==> config.mk <==
export PLATFORM = sky130hd
export DESIGN_NAME = mbr_partition_table_parser_flat
export DESIGN_NICKNAME = d
export VERILOG_FILES = /design/src/rtl/mbr_pkg.sv /design/src/rtl/mbr_byte_if.sv /design/src/rtl/mbr_entry_if.sv /design/src/rtl/mbr_front.sv /design/src/rtl/mbr_queue.sv /design/src/rtl/mbr_back.sv /design/src/rtl/mbr_partition_table_parser.sv /design/src/flat_wrapper.sv
export SDC_FILE = /design/constraint.sdc
export NUM_CORES = 1
export LEC_CHECK = 0
export BUFFER_PORTS_ARGS = -buffer_cell sky130_fd_sc_hd__buf_2
export CAP_MARGIN = 20
export CORE_MARGIN = 2
export CORE_UTILIZATION = 40
export CTS_CLUSTER_SIZE = 8
export DETAILED_ROUTE_END_ITERATION = 16
export PLACE_DENSITY = 0.61
export SKIP_LAST_GASP = 1
export SYNTH_ARGS = -nofsm -noshare
export SYNTH_HDL_FRONTEND = slang
export SYNTH_SLANG_ARGS = --single-unit
export TNS_END_PERCENT = 5
==> constraint.sdc <==
create_clock -name clk -period 19.45 [get_ports clk]
set_input_delay 3.89 -clock clk [delete_from_list [all_inputs] [get_ports clk]]
set_output_delay 3.89 -clock clk [all_outputs]
set_load 0.02 [all_outputs]
==> src/rtl/mbr_pkg.sv <==
// ---------------------------------------------------------------------------
// mbr_pkg
// Shared types and constants for the MBR partition table parser.
// ---------------------------------------------------------------------------
`timescale 1ns / 1ps

package mbr_pkg;

  localparam logic [9:0]  SECTOR_BYTES    = 10'd512;
  localparam logic [9:0]  TABLE_BASE      = 10'd446;
  localparam logic [9:0]  SIG_LO_POS      = 10'd510;
  localparam logic [9:0]  SIG_HI_POS      = 10'd511;
  localparam logic [8:0]  SIG_OFFSET      = 9'd510;
  localparam logic [15:0] SIG_VALUE       = 16'hAA55;
  localparam logic [7:0]  STATUS_INACTIVE = 8'h00;
  localparam logic [7:0]  STATUS_BOOTABLE = 8'h80;
  localparam logic [3:0]  FLD_STATUS      = 4'd0;
  localparam logic [3:0]  FLD_TYPE        = 4'd4;
  localparam logic [3:0]  FLD_LAST        = 4'd15;
  localparam logic [1:0]  LAST_SLOT       = 2'd3;

  typedef enum logic [1:0] {
    ST_OK        = 2'd0,
    ST_BAD_FIELD = 2'd1,
    ST_SHORT     = 2'd2
  } status_t;

  typedef struct packed {
    logic [7:0]  ptype;
    logic [31:0] start;
    logic [31:0] length;
  } slot_t;

  typedef struct packed {
    logic        is_error;
    status_t     status;
    logic [8:0]  err_offset;
    slot_t [3:0] slots;
  } job_t;

endpackage

==> src/rtl/mbr_byte_if.sv <==
// ---------------------------------------------------------------------------
// mbr_byte_if
// Sector byte channel: one byte per word, flag on the final byte.
// ---------------------------------------------------------------------------
`timescale 1ns / 1ps

interface mbr_byte_if;
  logic       valid;
  logic       ready;
  logic [7:0] data_byte;
  logic       last_byte;

  modport source (output valid, output data_byte, output last_byte, input ready);
  modport sink   (input valid, input data_byte, input last_byte, output ready);
endinterface

==> src/rtl/mbr_entry_if.sv <==
// ---------------------------------------------------------------------------
// mbr_entry_if
// Result channel: one partition entry or one error report per word.
// ---------------------------------------------------------------------------
`timescale 1ns / 1ps

interface mbr_entry_if;
  logic        valid;
  logic        ready;
  logic [1:0]  slot_index;
  logic [7:0]  part_type;
  logic [31:0] start_lba;
  logic [31:0] sector_total;
  logic [1:0]  status_code;
  logic [8:0]  error_offset;
  logic        end_of_run;

  modport source (
    output valid, output slot_index, output part_type, output start_lba,
    output sector_total, output status_code, output error_offset,
    output end_of_run, input ready
  );
  modport sink (
    input valid, input slot_index, input part_type, input start_lba,
    input sector_total, input status_code, input error_offset,
    input end_of_run, output ready
  );
endinterface

==> src/rtl/mbr_front.sv <==
// ---------------------------------------------------------------------------
// mbr_front
// Byte parser: tracks position, captures slots and signature, runs the field
// checks and pushes one job per sector into the job queue.
// ---------------------------------------------------------------------------
`timescale 1ns / 1ps

module mbr_front (
  input  logic             clk,
  input  logic             rst,
  mbr_byte_if.sink         sector,
  input  logic             q_full,
  output logic             q_push,
  output mbr_pkg::job_t    q_job
);

  logic [9:0]     pos;
  logic [15:0]    sig;
  logic           err_seen;
  logic [8:0]     err_off;
  mbr_pkg::slot_t slots [4];

  logic           fire;
  logic           counting;
  logic           in_table;
  logic [9:0]     rel;
  logic [1:0]     s;
  logic [3:0]     f;
  logic [8:0]     base;
  logic           bad_status;
  logic           bad_start;
  logic           bad_length;
  logic           new_err;
  logic [8:0]     new_off;
  logic [9:0]     len_next;
  logic [15:0]    sig_next;

  assign sector.ready = !q_full;
  assign fire         = sector.valid && sector.ready;
  assign counting     = pos < mbr_pkg::SECTOR_BYTES;

  assign in_table = counting && (pos >= mbr_pkg::TABLE_BASE) && (pos < mbr_pkg::SIG_LO_POS);
  assign rel      = pos - mbr_pkg::TABLE_BASE;
  assign s        = rel[5:4];
  assign f        = rel[3:0];
  assign base     = mbr_pkg::TABLE_BASE[8:0] + {3'b000, s, 4'b0000};

  assign bad_status = in_table && (f == mbr_pkg::FLD_STATUS) &&
                      (sector.data_byte != mbr_pkg::STATUS_INACTIVE) &&
                      (sector.data_byte != mbr_pkg::STATUS_BOOTABLE);
  assign bad_start  = in_table && (f == mbr_pkg::FLD_LAST) &&
                      (slots[s].ptype != 8'd0) && (slots[s].start == 32'd0);
  assign bad_length = in_table && (f == mbr_pkg::FLD_LAST) &&
                      (slots[s].ptype != 8'd0) && (slots[s].start != 32'd0) &&
                      (sector.data_byte == 8'd0) && (slots[s].length[23:0] == 24'd0);
  assign new_err    = bad_status || bad_start || bad_length;

  always_comb begin
    priority if (bad_start) begin
      new_off = base + 9'd8;
    end else if (bad_length) begin
      new_off = base + 9'd12;
    end else begin
      new_off = base;
    end
  end

  assign len_next = counting ? pos + 10'd1 : pos;

  always_comb begin
    sig_next = sig;
    if (pos == mbr_pkg::SIG_LO_POS) begin
      sig_next[7:0] = sector.data_byte;
    end
    if (pos == mbr_pkg::SIG_HI_POS) begin
      sig_next[15:8] = sector.data_byte;
    end
  end

  always_comb begin
    q_job.is_error   = 1'b1;
    q_job.status     = mbr_pkg::ST_BAD_FIELD;
    q_job.err_offset = err_off;
    for (int i = 0; i < 4; i++) begin
      q_job.slots[i] = slots[i];
    end
    priority if (len_next < mbr_pkg::SECTOR_BYTES) begin
      q_job.status     = mbr_pkg::ST_SHORT;
      q_job.err_offset = len_next[8:0];
    end else if (sig_next != mbr_pkg::SIG_VALUE) begin
      q_job.err_offset = mbr_pkg::SIG_OFFSET;
    end else if (err_seen) begin
      q_job.err_offset = err_off;
    end else begin
      q_job.is_error   = 1'b0;
      q_job.status     = mbr_pkg::ST_OK;
      q_job.err_offset = 9'd0;
    end
  end

  assign q_push = fire && sector.last_byte;

  always_ff @(posedge clk) begin
    if (rst) begin
      pos      <= '0;
      sig      <= '0;
      err_seen <= 1'b0;
      err_off  <= '0;
    end else if (fire) begin
      if (sector.last_byte) begin
        pos      <= '0;
        sig      <= '0;
        err_seen <= 1'b0;
        err_off  <= '0;
      end else begin
        pos <= len_next;
        sig <= sig_next;
        if (new_err && !err_seen) begin
          err_seen <= 1'b1;
          err_off  <= new_off;
        end
      end
    end
  end

  always_ff @(posedge clk) begin
    if (fire && in_table) begin
      if (f == mbr_pkg::FLD_TYPE) begin
        slots[s].ptype <= sector.data_byte;
      end else if (f[3:2] == 2'b10) begin
        slots[s].start[{f[1:0], 3'b000} +: 8] <= sector.data_byte;
      end else if (f[3:2] == 2'b11) begin
        slots[s].length[{f[1:0], 3'b000} +: 8] <= sector.data_byte;
      end
    end
  end

endmodule

==> src/rtl/mbr_queue.sv <==
// ---------------------------------------------------------------------------
// mbr_queue
// Small job queue between the parser and the result sequencer.
// ---------------------------------------------------------------------------
`timescale 1ns / 1ps

module mbr_queue #(
  parameter int DEPTH = 2
) (
  input  logic          clk,
  input  logic          rst,
  input  logic          push,
  input  mbr_pkg::job_t push_job,
  output logic          full,
  input  logic          pop,
  output logic          head_valid,
  output mbr_pkg::job_t head_job
);

  localparam int PW = (DEPTH > 1) ? $clog2(DEPTH) : 1;
  localparam int CW = $clog2(DEPTH + 1);
  localparam logic [PW-1:0] PTR_LAST = PW'(DEPTH - 1);
  localparam logic [CW-1:0] CNT_FULL = CW'(DEPTH);

  mbr_pkg::job_t entries [DEPTH];
  logic [PW-1:0] wr_ptr;
  logic [PW-1:0] rd_ptr;
  logic [CW-1:0] count;
  logic          do_push;
  logic          do_pop;

  assign full       = count == CNT_FULL;
  assign head_valid = count != '0;
  assign head_job   = entries[rd_ptr];
  assign do_push    = push && !full;
  assign do_pop     = pop && head_valid;

  always_ff @(posedge clk) begin
    if (do_push) begin
      entries[wr_ptr] <= push_job;
    end
  end

  always_ff @(posedge clk) begin
    if (rst) begin
      wr_ptr <= '0;
      rd_ptr <= '0;
      count  <= '0;
    end else begin
      if (do_push) begin
        wr_ptr <= (wr_ptr == PTR_LAST) ? '0 : wr_ptr + PW'(1);
      end
      if (do_pop) begin
        rd_ptr <= (rd_ptr == PTR_LAST) ? '0 : rd_ptr + PW'(1);
      end
      unique case ({do_push, do_pop})
        2'b10:   count <= count + CW'(1);
        2'b01:   count <= count - CW'(1);
        default: count <= count;
      endcase
    end
  end

endmodule

==> src/rtl/mbr_back.sv <==
// ---------------------------------------------------------------------------
// mbr_back
// Result sequencer: turns each queued job into one error word or four entry
// words, through a registered output stage.
// ---------------------------------------------------------------------------
`timescale 1ns / 1ps

module mbr_back (
  input  logic          clk,
  input  logic          rst,
  input  logic          head_valid,
  input  mbr_pkg::job_t head_job,
  output logic          pop,
  mbr_entry_if.source   entry
);

  logic [1:0]     slot_cnt;
  logic           load;
  logic           issue;
  mbr_pkg::slot_t cur;

  assign load  = !entry.valid || entry.ready;
  assign issue = load && head_valid;
  assign cur   = head_job.slots[slot_cnt];
  assign pop   = issue && (head_job.is_error || slot_cnt == mbr_pkg::LAST_SLOT);

  always_ff @(posedge clk) begin
    if (rst) begin
      entry.valid <= 1'b0;
      slot_cnt    <= '0;
    end else begin
      if (issue) begin
        entry.valid <= 1'b1;
      end else if (entry.ready) begin
        entry.valid <= 1'b0;
      end
      if (issue && !head_job.is_error) begin
        slot_cnt <= slot_cnt + 2'd1;
      end
    end
  end

  always_ff @(posedge clk) begin
    if (issue) begin
      if (head_job.is_error) begin
        entry.slot_index   <= '0;
        entry.part_type    <= '0;
        entry.start_lba    <= '0;
        entry.sector_total <= '0;
        entry.status_code  <= head_job.status;
        entry.error_offset <= head_job.err_offset;
        entry.end_of_run   <= 1'b1;
      end else begin
        entry.slot_index   <= slot_cnt;
        entry.part_type    <= cur.ptype;
        entry.start_lba    <= cur.start;
        entry.sector_total <= cur.length;
        entry.status_code  <= mbr_pkg::ST_OK;
        entry.error_offset <= '0;
        entry.end_of_run   <= slot_cnt == mbr_pkg::LAST_SLOT;
      end
    end
  end

endmodule

==> src/rtl/mbr_partition_table_parser.sv <==
// ---------------------------------------------------------------------------
// mbr_partition_table_parser
// Parses a streamed disk sector and reports the four MBR partition entries,
// or one error word: offset of a short end, else signature, else first bad field.
//
//   channel   dir   word
//   sector    in    data_byte, last_byte
//   entry     out   slot_index, part_type, start_lba, sector_total,
//                   status_code, error_offset, end_of_run
//
// One byte is taken per cycle; ready drops only while the job queue is full.
// A good sector drains as four entry words, on consecutive cycles while entry
// ready stays high, a failed one as a single word; the queue holds QUEUE_DEPTH
// finished sectors, each registered in the queue and then in the output stage.
// rst is synchronous and clears position, checks, queue and output valid.
// ---------------------------------------------------------------------------
`timescale 1ns / 1ps

module mbr_partition_table_parser #(
  parameter int QUEUE_DEPTH = 2
) (
  input  logic        clk,
  input  logic        rst,
  mbr_byte_if.sink    sector,
  mbr_entry_if.source entry
);

  logic          q_full;
  logic          q_push;
  mbr_pkg::job_t q_job;
  logic          q_pop;
  logic          head_valid;
  mbr_pkg::job_t head_job;

  mbr_front u_front (
    .clk    (clk),
    .rst    (rst),
    .sector (sector),
    .q_full (q_full),
    .q_push (q_push),
    .q_job  (q_job)
  );

  mbr_queue #(
    .DEPTH (QUEUE_DEPTH)
  ) u_queue (
    .clk        (clk),
    .rst        (rst),
    .push       (q_push),
    .push_job   (q_job),
    .full       (q_full),
    .pop        (q_pop),
    .head_valid (head_valid),
    .head_job   (head_job)
  );

  mbr_back u_back (
    .clk        (clk),
    .rst        (rst),
    .head_valid (head_valid),
    .head_job   (head_job),
    .pop        (q_pop),
    .entry      (entry)
  );

endmodule

==> src/flat_wrapper.sv <==
// flat-port wrapper written by rule: the top's interface ports become plain ports
module mbr_partition_table_parser_flat 
#(
  parameter int QUEUE_DEPTH = 2
)
  (clk, rst, sector_valid, sector_data_byte, sector_last_byte, sector_ready, entry_valid, entry_slot_index, entry_part_type, entry_start_lba, entry_sector_total, entry_status_code, entry_error_offset, entry_end_of_run, entry_ready);
  mbr_byte_if sector_i ();
  mbr_entry_if entry_i ();
  input  logic clk;
  input  logic rst;
  input wire logic [$bits(sector_i.valid)-1:0] sector_valid;
  input wire logic [$bits(sector_i.data_byte)-1:0] sector_data_byte;
  input wire logic [$bits(sector_i.last_byte)-1:0] sector_last_byte;
  output wire logic [$bits(sector_i.ready)-1:0] sector_ready;
  output wire logic [$bits(entry_i.valid)-1:0] entry_valid;
  output wire logic [$bits(entry_i.slot_index)-1:0] entry_slot_index;
  output wire logic [$bits(entry_i.part_type)-1:0] entry_part_type;
  output wire logic [$bits(entry_i.start_lba)-1:0] entry_start_lba;
  output wire logic [$bits(entry_i.sector_total)-1:0] entry_sector_total;
  output wire logic [$bits(entry_i.status_code)-1:0] entry_status_code;
  output wire logic [$bits(entry_i.error_offset)-1:0] entry_error_offset;
  output wire logic [$bits(entry_i.end_of_run)-1:0] entry_end_of_run;
  input wire logic [$bits(entry_i.ready)-1:0] entry_ready;
  assign sector_i.valid = sector_valid;
  assign sector_i.data_byte = sector_data_byte;
  assign sector_i.last_byte = sector_last_byte;
  assign sector_ready = sector_i.ready;
  assign entry_valid = entry_i.valid;
  assign entry_slot_index = entry_i.slot_index;
  assign entry_part_type = entry_i.part_type;
  assign entry_start_lba = entry_i.start_lba;
  assign entry_sector_total = entry_i.sector_total;
  assign entry_status_code = entry_i.status_code;
  assign entry_error_offset = entry_i.error_offset;
  assign entry_end_of_run = entry_i.end_of_run;
  assign entry_i.ready = entry_ready;
  mbr_partition_table_parser #(.QUEUE_DEPTH(QUEUE_DEPTH)) u_core (.clk(clk), .rst(rst), .sector(sector_i), .entry(entry_i));
endmodule
==> impl_results.md, run 1 <==
* Status: finished, final reports clean
* CTS tree: built
* Post-synth EDFFs at 974
* Vias in the first global route at 18340
* Routed Antenna Nets at 0
* Gates resized, CTS repair at 0
* Fmax at 156.0 MHz
* Max Cap Violations at 0
* CP Max Fanout at 72
* Fill cell count at 7586
* Setup TNS at 0 ns
* Cells after Synth at 1800
* Clock Path Buffers at 3
* First-pass GRT wire length at 119500 um
* Via Count at 17730
* Yosys warns at 0
* Final Hold Vio Count at 0
* Layout area overhead at 16.19%
* Crit path required time at 19.79 ns
* Multi-input gate area at 6993 sq um
* Initial core utilization at 0.4021
* Period utilization at 0.3296
* H-tree levels at 4
* Syn_nets at 1830
* PortBufs at 100
* Vias per inst at 5.380
* DP HPWL at 51090 um
* Largest net degree at the start of global routing at 117
* GR Util All Layers at 0.1709
* Synth area leaders: edfxtp_1 78%, mux4_2 8.7%, dfxtp_1 2.3%
* Sequential area share after synthesis at 0.8055
* Nets at 2033
* Fin crit period at 6.410 ns
* Gp weighted congestion at 0.7961
* Core Region at 92910 sq um
* Worst r2r src: u_core.u_queue.count[0]
* CP max stage delay at 0.83 ns
* WL/cell at 24.44 um
* Residual DRC at 0
* Max-Slew Margin vs Limit at 0.2777
* Global route overflow at 0
* Hold WS at 0.4331 ns
* Sequential cell area at 30100 sq um
* CTS Buf Count at 145
* Slowest-stage cell, CP: buf_4
* Drt first pass iters at 5
* Cell depth of the worst hold path at 0
* Critical Path End Type: flop
* Hold WC Path Type: reg2reg
* N_diodes at 0
* Hold_buf cts at 0
* DRT iter0 DRCs at 1670
* Reg2Reg Depth at 7
* Pwr Density at 132.0 nW/um^2
* Die W at 309.6 um
* HP Start: u_core.u_front.slots[0][25]
* Clk_lat worst skew at 0.73 ns
* CP bufs+invs at 4
* Most used DFF post-synth: edfxtp_1
* Maximum VDD drop at 106.1 uV
* Setup Viol. Count Final at 0
* Crit path max-delay family: buffers and inverters
* Reg-to-Reg End: u_core.u_queue.entries[0][110]
* Clk slew on worst S/H paths at 0.05 ns
* DRT Wirelength at 80570 um
* CP Launch Type: primary input
* Worst Hold End: u_core.u_queue.entries[0][25]
* Ports at 101
* Cell taking the most area after synthesis: edfxtp_1
* Mapped cell area at 37350 sq um
* Die footprint at 95850 sq um
* Slew Limit Fails at 0
* Synth top cells by count: 974 x edfxtp_1, 145 x mux4_2, 138 x nor2_1
* Share of cells above drive strength 1 at 0.2194
* Most numerous cell in the Yosys netlist: edfxtp_1
* CTS sink cnt at 1016
* R2r setup slk at 15.68 ns
* Setup CP Type: in2reg
* # rows at 112
* Leak Pwr at 13.45 nW
* Initial antenna violation count at 2
* Avg Cell Area, Syn at 20.75 sq um
* Synth cell types at 54
* Post-synth top area share at 0.7830
* CP arrival at 6.75 ns
* Slew @ Worst Pin at 1.083 ns
* Async set-reset flop share out of synthesis at 0
* Most used cell, CP: buf_4
* Die height at 309.6 um
* Cell Chain, Critical Path: buf_2 > and2_1 > nand2_1 > nor2_4 > buf_12 > buf_4 > buf_4
* FF+latch count, synth at 1016
* Post-CTS Setup Inserts at 0
* Clk_skew at 0.02639 ns
* RSZ-0062 raised after global routing: no
* Root Buffer: clkbuf_16
-- metal layers --
layer  global-route usage  share of wire
met1               0.2346           0.43
met4              0.05780          0.026
met3              0.04119          0.065
met2               0.2688           0.48
met5                    0        0.00015
-- per-stage QoR --
| stage | instance area (sq um) | total power, W | setup slack (ns) | cells | util |
|---|---|---|---|---|---|
| after floorplan | 37350 | 0.003340 | 1.702 | 1800 | - |
| after global placement | 39350 | 0.003564 | 11.93 | 3108 | 0.4235 |
| after detailed placement | 39350 | 0.003576 | 11.77 | 3108 | 0.4235 |
| after CTS | 43360 | 0.005809 | 12.53 | 3294 | 0.4667 |
| after global routing | 43400 | 0.005952 | 12.81 | 3296 | 0.4672 |
| final | 43400 | 0.005730 | 13.04 | 3296 | 0.4672 |
-- cell type report --
cell class                 instances  area share
inverter                           8   0.0007495
timing repair buffer             121     0.01620
multi-input combinational        711      0.1611
clock inverter                    15    0.005967
clock buffer                     171     0.08634
tap                             1254     0.03615
sequential                      1016      0.6935
-- state kept, by name, indices dropped and copies added, names as in the netlist, 9 cells and up, named ones only --
name                              cells
u_core.u_queue.entries              600
u_core.u_back.entry.start_lba        32
u_core.u_front.pos                   10
u_core.u_back.entry.sector_total     32
u_core.u_front.sig                   16
u_core.u_front.slots                288
u_core.u_back.entry.error_offset      9
-- layout by cell type (no fill, tap or decap), drive strengths merged, types with 3 or more instances in the layout --
| cell type | netlist | layout |
|---|---|---|
| edfxtp | 974 | 974 |
| clkbuf | 46 | 171 |
| mux4 | 145 | 145 |
| nor2 | 138 | 138 |
| buf | 19 | 121 |
| mux2i | 84 | 84 |
| nor4 | 69 | 69 |
| dfxtp | 42 | 42 |
| and2 | 41 | 41 |
| and3 | 35 | 35 |
| nand2 | 34 | 34 |
| a22oi | 21 | 21 |
| nor3 | 19 | 19 |
| ha | 17 | 17 |
| nand4 | 16 | 16 |
| inv | 8 | 13 |
| a21oi | 12 | 12 |
| xnor2 | 11 | 11 |
| o21ai | 10 | 10 |
| clkinv | 0 | 9 |
| a31oi | 7 | 7 |
| nand3 | 7 | 7 |
| xor2 | 6 | 6 |
| a22o | 6 | 6 |
| nor4bb | 4 | 4 |
| nand2b | 3 | 3 |
| nand3b | 3 | 3 |
| nor3b | 3 | 3 |
-- worst max path at each step --
| stage | to | cells past startpoint | slack, ns | from |
|---|---|---|---|---|
| 3_5_place_dp | u_core.u_queue.entries[0][180] | 6 | 11.77 | sector_valid |
| 4_1_cts | u_core.u_queue.entries[0][231] | 6 | 12.53 | sector_valid |
| 5_1_grt | u_core.u_queue.entries[0][180] | 7 | 12.81 | sector_valid |
| 3_3_place_gp | u_core.u_queue.entries[0][180] | 6 | 11.93 | sector_valid |
| 6_report | u_core.u_queue.entries[0][110] | 7 | 13.04 | sector_valid |
| 2_1_floorplan | u_core.u_queue.entries[0][0] | 4 | 1.70 | sector_valid |
-- kinds of logic after synthesis --
kind of cell,count (synthesis),synth area share
mux,230,0.1102
simple gates,382,0.05436
compound gates,65,0.01209
xor+xnor,17,0.004388
fa+ha+maj,17,0.005694
flops,1016,0.8055
buf+inv,73,0.007737
-- worst register-to-register path, cell delays in order, from the launching register on --
cell and delay, ns:
dfxtp_1 0.42, nand2b_1 0.18, and2_1 0.29, nand2_1 0.19, nor2_4 0.32, buf_12 0.26, buf_4 0.83, buf_4 0.84
-- report_power, final --
group          switching, W  total [W]  internal, W
registers         0.0000753    0.00270      0.00262
logic              0.000490   0.000809     0.000319
clock network      0.000874    0.00222      0.00135
total               0.00144    0.00573      0.00429
Power figures use the tool's default switching activity.
==> inputs of run 2 (changes only) <==
--- a/config.mk
+++ b/config.mk
@@ -11,7 +11,7 @@
 export CORE_UTILIZATION = 40
 export CTS_CLUSTER_SIZE = 8
 export DETAILED_ROUTE_END_ITERATION = 16
-export PLACE_DENSITY = 0.61
+export PLACE_DENSITY = 0.63
 export SKIP_LAST_GASP = 1
 export SYNTH_ARGS = -nofsm -noshare
 export SYNTH_HDL_FRONTEND = slang
==> constraint.sdc (replaced) <==
create_clock -name clk -period 5.2 [get_ports clk]
set_input_delay 1.04 -clock clk [delete_from_list [all_inputs] [get_ports clk]]
set_output_delay 1.04 -clock clk [all_outputs]
set_load 0.02 [all_outputs]
==> impl_results.md, run 2 (synthesis gave the netlist of run 1 again) <==
* Core Region at 92910 sq um
* DRT iter0 DRCs at 1662
* Clk_lat worst skew at 0.72 ns
* Fin crit period at 3.755 ns
* CP max stage delay at 0.62 ns
* DP HPWL at 51960 um
* Vias per inst at 5.380
* Pwr Density at 492.2 nW/um^2
* Residual DRC at 0
* Reg with most FFs: u_core.u_queue.entries
* Hold WC Path Type: reg2reg
* Hold_buf cts at 0
* Routed Antenna Nets at 0
* Die height at 309.6 um
* Clk network pwr share at 0.385
* CP bufs+invs at 1
* Switching Fraction at 0.2489
* Crit path max-delay family: simple AND/OR/NAND/NOR gates
* Fill cell count at 7628
* Dpl cells at 3113
* CP Launch Type: flop
* Initial core utilization at 0.4021
* Cell Chain, Critical Path: ha_1 > nand3_4 > xnor2_2 > inv_2 > nor3_1 > nor3_1 > nor2_1 > o31ai_2 > o2bb2ai_1 > a22o_1
* H-tree levels at 4
* First-pass GRT wire length at 120300 um
* Total power at 0.02136 W
* Critical Path End Type: flop
* Global route overflow at 0
* Share of cells above drive strength 1 at 0.2222
* Setup CP Type: reg2reg
* Max-Slew Margin vs Limit at 0.3773
* Post-route design area at 43410 sq um
* Largest net degree at the start of global routing at 93
* Nets at 2036
* Die W at 309.6 um
* Most common cell after layout, fill and taps aside: edfxtp_1
* Slew @ Worst Pin at 0.9340 ns
* Switching power of the nets at 0.005317 W
* Max reg flops at 600
* Crit path required time at 5.80 ns
* Placed inst area at 39500 sq um
* Status: finished, final reports clean
* DRT Wirelength at 80850 um
* Gates resized, CTS repair at 0
* Layout area overhead at 16.20%
* Post-CTS Setup Inserts at 0
* Fmax at 266.3 MHz
* Initial antenna violation count at 1
* Leak Pwr at 13.46 nW
* Slew Limit Fails at 0
* Most used cell, CP: nor3_1
* Gp weighted congestion at 0.8112
* Clk slew on worst S/H paths at 0.05 ns
* Setup Viol. Count Final at 0
* CTS sink cnt at 1016
* Vias in the first global route at 18500
* Period utilization at 0.7221
* Logic gate share of total power at 0.144
* Internal power at 0.01604 W
* Sequential share of power at 0.471
* PortBufs at 100
* Clk_skew at 0.02071 ns
* Die footprint at 95850 sq um
* CP Max Fanout at 11
* Final Hold Vio Count at 0
* Via Count at 17700
* Final non-filler cell total at 3290
* Slowest-stage cell, CP: xnor2_2
* Ports at 101
* CTS tree: built
* Root Buffer: clkbuf_16
* Max Cap Violations at 0
* Setup TNS at 0 ns
* Most frequent cells in the layout: 974 x edfxtp_1, 147 x clkbuf_16, 145 x mux4_2, 137 x nor2_1, 100 x buf_2
* Largest registers: u_core.u_queue.entries (600), u_core.u_front.slots (288)
* # rows at 112
* Drt first pass iters at 6
* CTS Buf Count at 145
* Clock Path Buffers at 3
* Maximum VDD drop at 522.1 uV
* Fin util at 0.4672
* WL/cell at 24.58 um
* RSZ-0062 raised after global routing: no
* GR Util All Layers at 0.1717
* CP arrival at 4.35 ns
run 2: cell count changes in the layout (fill, tap and decap cells not counted), sizes merged:
cell | before | now
clkbuf | 171 | 162
buf | 121 | 124
clkinv | 9 | 6
diode | 0 | 2
inv | 13 | 15
clkinvlp | 1 | 0
run 2: worst paths after layout:
| path | from | endpoint | slack, ns | cells after the start |
|---|---|---|---|---|
| worst max-delay path | u_core.u_front.pos[1] | u_core.u_front.err_off[6] | 1.45 | 10 |
| worst min-delay path | u_core.u_front.slots[2][25] | u_core.u_queue.entries[1][169] | 0.44 | 0 |
| worst max register to register | u_core.u_front.pos[1] | u_core.u_front.err_off[6] | 1.45 | 10 |
| worst min register to register | u_core.u_front.slots[2][25] | u_core.u_queue.entries[1][169] | 0.44 | 0 |
run 2: power by group through the flow:
stage	sequential [W]	combinational (W)	clock, W
after detailed placement	0.0102	0.00317	0
after global placement	0.0102	0.00314	0
after CTS	0.0101	0.00318	0.00837
after floorplan	0.0105	0.00183	0
final	0.0101	0.00308	0.00822
after global routing	0.0101	0.00335	0.00869
run 2: per-stage QoR:
step	worst slack (ns)	hold slack [ns]
finish	1.445	0.4391
global route	1.229	0.4473
CTS	1.531	0.4408
detailed placement	1.567	0.4337
global placement	1.684	0.4248
floorplan	-1.023	0.4215
run 2: area by class of cell:
class	count	area (sq um)	area share
Antenna cell	2	5.005	0.0001153
Clock buffer	162	3745	0.08628
Clock inverter	13	157.7	0.003632
Inverter	8	32.53	0.0007495
Multi-Input combinational cell	711	7003	0.1613
Sequential cell	1016	30100	0.6935
Tap cell	1254	1569	0.03615
Timing Repair Buffer	124	793.3	0.01828
run 2: per-layer routing:
metal  global-route usage  vias to the layer above  wire, um
met5                    0                        -         0
li1                     -                     7705         -
met3              0.03272                      136      4224
met1               0.2396                     9328     35340
met4              0.06717                        0      2288
met2               0.2680                      531     39000
==> inputs of run 3 (changes only) <==
--- a/config.mk
+++ b/config.mk
@@ -5,6 +5,7 @@
 export SDC_FILE = /design/constraint.sdc
 export NUM_CORES = 1
 export LEC_CHECK = 0
+export ABC_AREA = 1
 export BUFFER_PORTS_ARGS = -buffer_cell sky130_fd_sc_hd__buf_2
 export CAP_MARGIN = 20
 export CORE_MARGIN = 2
==> constraint.sdc (replaced) <==
create_clock -name clk -period 3.32 [get_ports clk]
set_input_delay 0.664 -clock clk [delete_from_list [all_inputs] [get_ports clk]]
set_output_delay 0.664 -clock clk [all_outputs]
set_load 0.02 [all_outputs]
==> impl_results.md, run 3 <==
* Hold_buf cts at 0
* Met2 Use GR at 0.3051
* Fin crit period at 2.751 ns
* Gp weighted congestion at 0.8563
* CP arrival at 3.11 ns
* Setup CP Type: reg2reg
* Routed Antenna Nets at 0
* Hold WS at 0.2806 ns
* Final Hold Vio Count at 0
* Slew @ Worst Pin at 1.083 ns
* # rows at 113
* RSZ-0062 raised after global routing: no
* Sequential area share after synthesis at 0.7804
* Die footprint at 98890 sq um
* First-pass GRT wire length at 141500 um
* Synth top cells by count: 974 x edfxtp_1, 526 x nor2_1, 373 x nand2_1
* Largest net degree at the start of global routing at 129
* Layout area overhead at 17.11%
* Clock Path Buffers at 3
* Async set-reset flop share out of synthesis at 0
* Fill cell count at 8234
* Setup Viol. Count Final at 0
* Gates resized, CTS repair at 0
* Avg Cell Area, Syn at 13.44 sq um
* Gr busiest metal: met2
* Period utilization at 0.8287
* CP Max Fanout at 11
* Yosys warns at 0
* Drt first pass iters at 6
* H-tree levels at 4
* Max reg flops at 600
* Cells after Synth at 2868
* Leak Pwr at 15.68 nW
* Maximum VDD drop at 1196 uV
* CP Launch Type: flop
* Sequential share of power at 0.449
* Initial core utilization at 0.4046
* Die W at 314.5 um
* Max Cap Violations at 0
* CTS Buf Count at 145
* Status: finished, final reports clean
* Sequential cell area at 30100 sq um
* Clk_skew at 0.01917 ns
* PortBufs at 100
* Clk_lat worst skew at 0.72 ns
* Switching Fraction at 0.2889
* DP HPWL at 57690 um
* DRT Wirelength at 95420 um
* Vias in the first global route at 22750
* Reg2Reg Depth at 5
* Most common cell after layout, fill and taps aside: edfxtp_1
* Ports at 101
* Cell taking the most area after synthesis: edfxtp_1
* Global route overflow at 0
* Share of cells above drive strength 1 at 0.1394
* Nets at 3117
* WL/cell at 21.72 um
* Via Count at 23250
* Slew Limit Fails at 0
* FF+latch count, synth at 1016
* Logic gate share of total power at 0.178
* Most used DFF post-synth: edfxtp_1
* Most numerous cell in the Yosys netlist: edfxtp_1
* GR Util All Layers at 0.1923
* Fmax at 363.5 MHz
* Critical Path End Type: flop
* Switching power of the nets at 0.01007 W
* Vias per inst at 5.293
* N_diodes at 0
* Die height at 314.5 um
* Root Buffer: clkbuf_16
* Reg with most FFs: u_core.u_queue.entries
* Synth area leaders: edfxtp_1 76%, nor2_1 5.1%, o21ai_0 3.9%
* Pwr Density at 771.9 nW/um^2
* Most frequent cells in the layout: 974 x edfxtp_1, 523 x nor2_1, 370 x nand2_1, 302 x o21ai_0, 147 x clkbuf_16
* Cell depth of the worst hold path at 4
* Setup TNS at 0 ns
* Internal power at 0.02478 W
* Post-synth EDFFs at 974
* Initial antenna violation count at 3
* CTS tree: built
* Clk slew on worst S/H paths at 0.05 ns
* Crit path required time at 3.68 ns
* Met3 Use GR at 0.04137
* CTS sink cnt at 1016
* Clk network pwr share at 0.374
* Mapped cell area at 38560 sq um
* Largest registers: u_core.u_queue.entries (600), u_core.u_front.slots (288)
* Multi-input gate area at 7626 sq um
* Global Route met1 Usage at 0.2560
* Core Region at 95290 sq um
* Hold WC Path Type: in2reg
* Syn_nets at 2898
* Post-CTS Setup Inserts at 0
* Post-synth top area share at 0.7586
* DRT iter0 DRCs at 2324
* Residual DRC at 0
* Max-Slew Margin vs Limit at 0.2723
* Synth cell types at 47
[run 3: area by class of cell]
type | count | share of cell area
Sequential cell | 1016 | 0.6665
Clock inverter | 13 | 0.003519
Tap cell | 1265 | 0.03505
Multi-Input combinational cell | 1621 | 0.1689
Timing Repair Buffer | 211 | 0.03397
Clock buffer | 175 | 0.08380
Inverter | 92 | 0.008230
[run 3: cell families after synthesis]
family,count (synthesis),share of synthesized area
XOR/XNOR,6,0.001363
buffers and inverters,231,0.02340
AND/OR/NAND/NOR,1080,0.1158
multiplexers,3,0.0008113
flip-flops,1016,0.7804
adder cells (fa/ha/maj),17,0.005517
AO/OA/AOI/OAI,515,0.07275
[run 3: worst paths after layout]
kind / start / endpoint / slack, ns
max: u_core.u_front.pos[0] / u_core.u_front.slots[3][18] / 0.57
min reg2reg: u_core.u_front.slots[2][25] / u_core.u_queue.entries[0][169] / 0.44
max reg2reg: u_core.u_front.pos[0] / u_core.u_front.slots[3][18] / 0.57
min: entry_ready / u_core.u_back.entry.valid / 0.28
[run 3: critical path, stage by stage (launching register included)]
cell and delay, ns:
dfxtp_1 0.48, inv_1 0.23, ha_1 0.52, clkinv_1 0.12, nand2_1 0.16, nor3_1 0.87
[run 3: metal layers]
layer	wire, um	up-vias
li1	-	10740
met1	40670	11520
met2	45190	786
met3	5985	203
met4	3551	4
met5	24	-
[run 3: power by group through the flow]
stage,registers (W),clock network [W],logic (W)
6_report,0.0156,0.0130,0.00619
5_1_grt,0.0157,0.0138,0.00677
4_1_cts,0.0157,0.0132,0.00627
3_5_place_dp,0.0159,0,0.00627
3_3_place_gp,0.0159,0,0.00622
2_1_floorplan,0.0165,0,0.00324
[run 3: metrics by stage]
step	utilization	std cells	worst slack [ns]	instance area [sq um]	power [W]
CTS	0.4738	4393	0.5800	45150	0.03518
finish	0.4738	4393	0.5686	45150	0.03485
global placement	0.4325	4205	0.7082	41210	0.02210
detailed placement	0.4325	4205	0.6206	41210	0.02214
floorplan	-	2868	-2.521	38610	0.01974
global route	0.4738	4393	0.2654	45150	0.03628
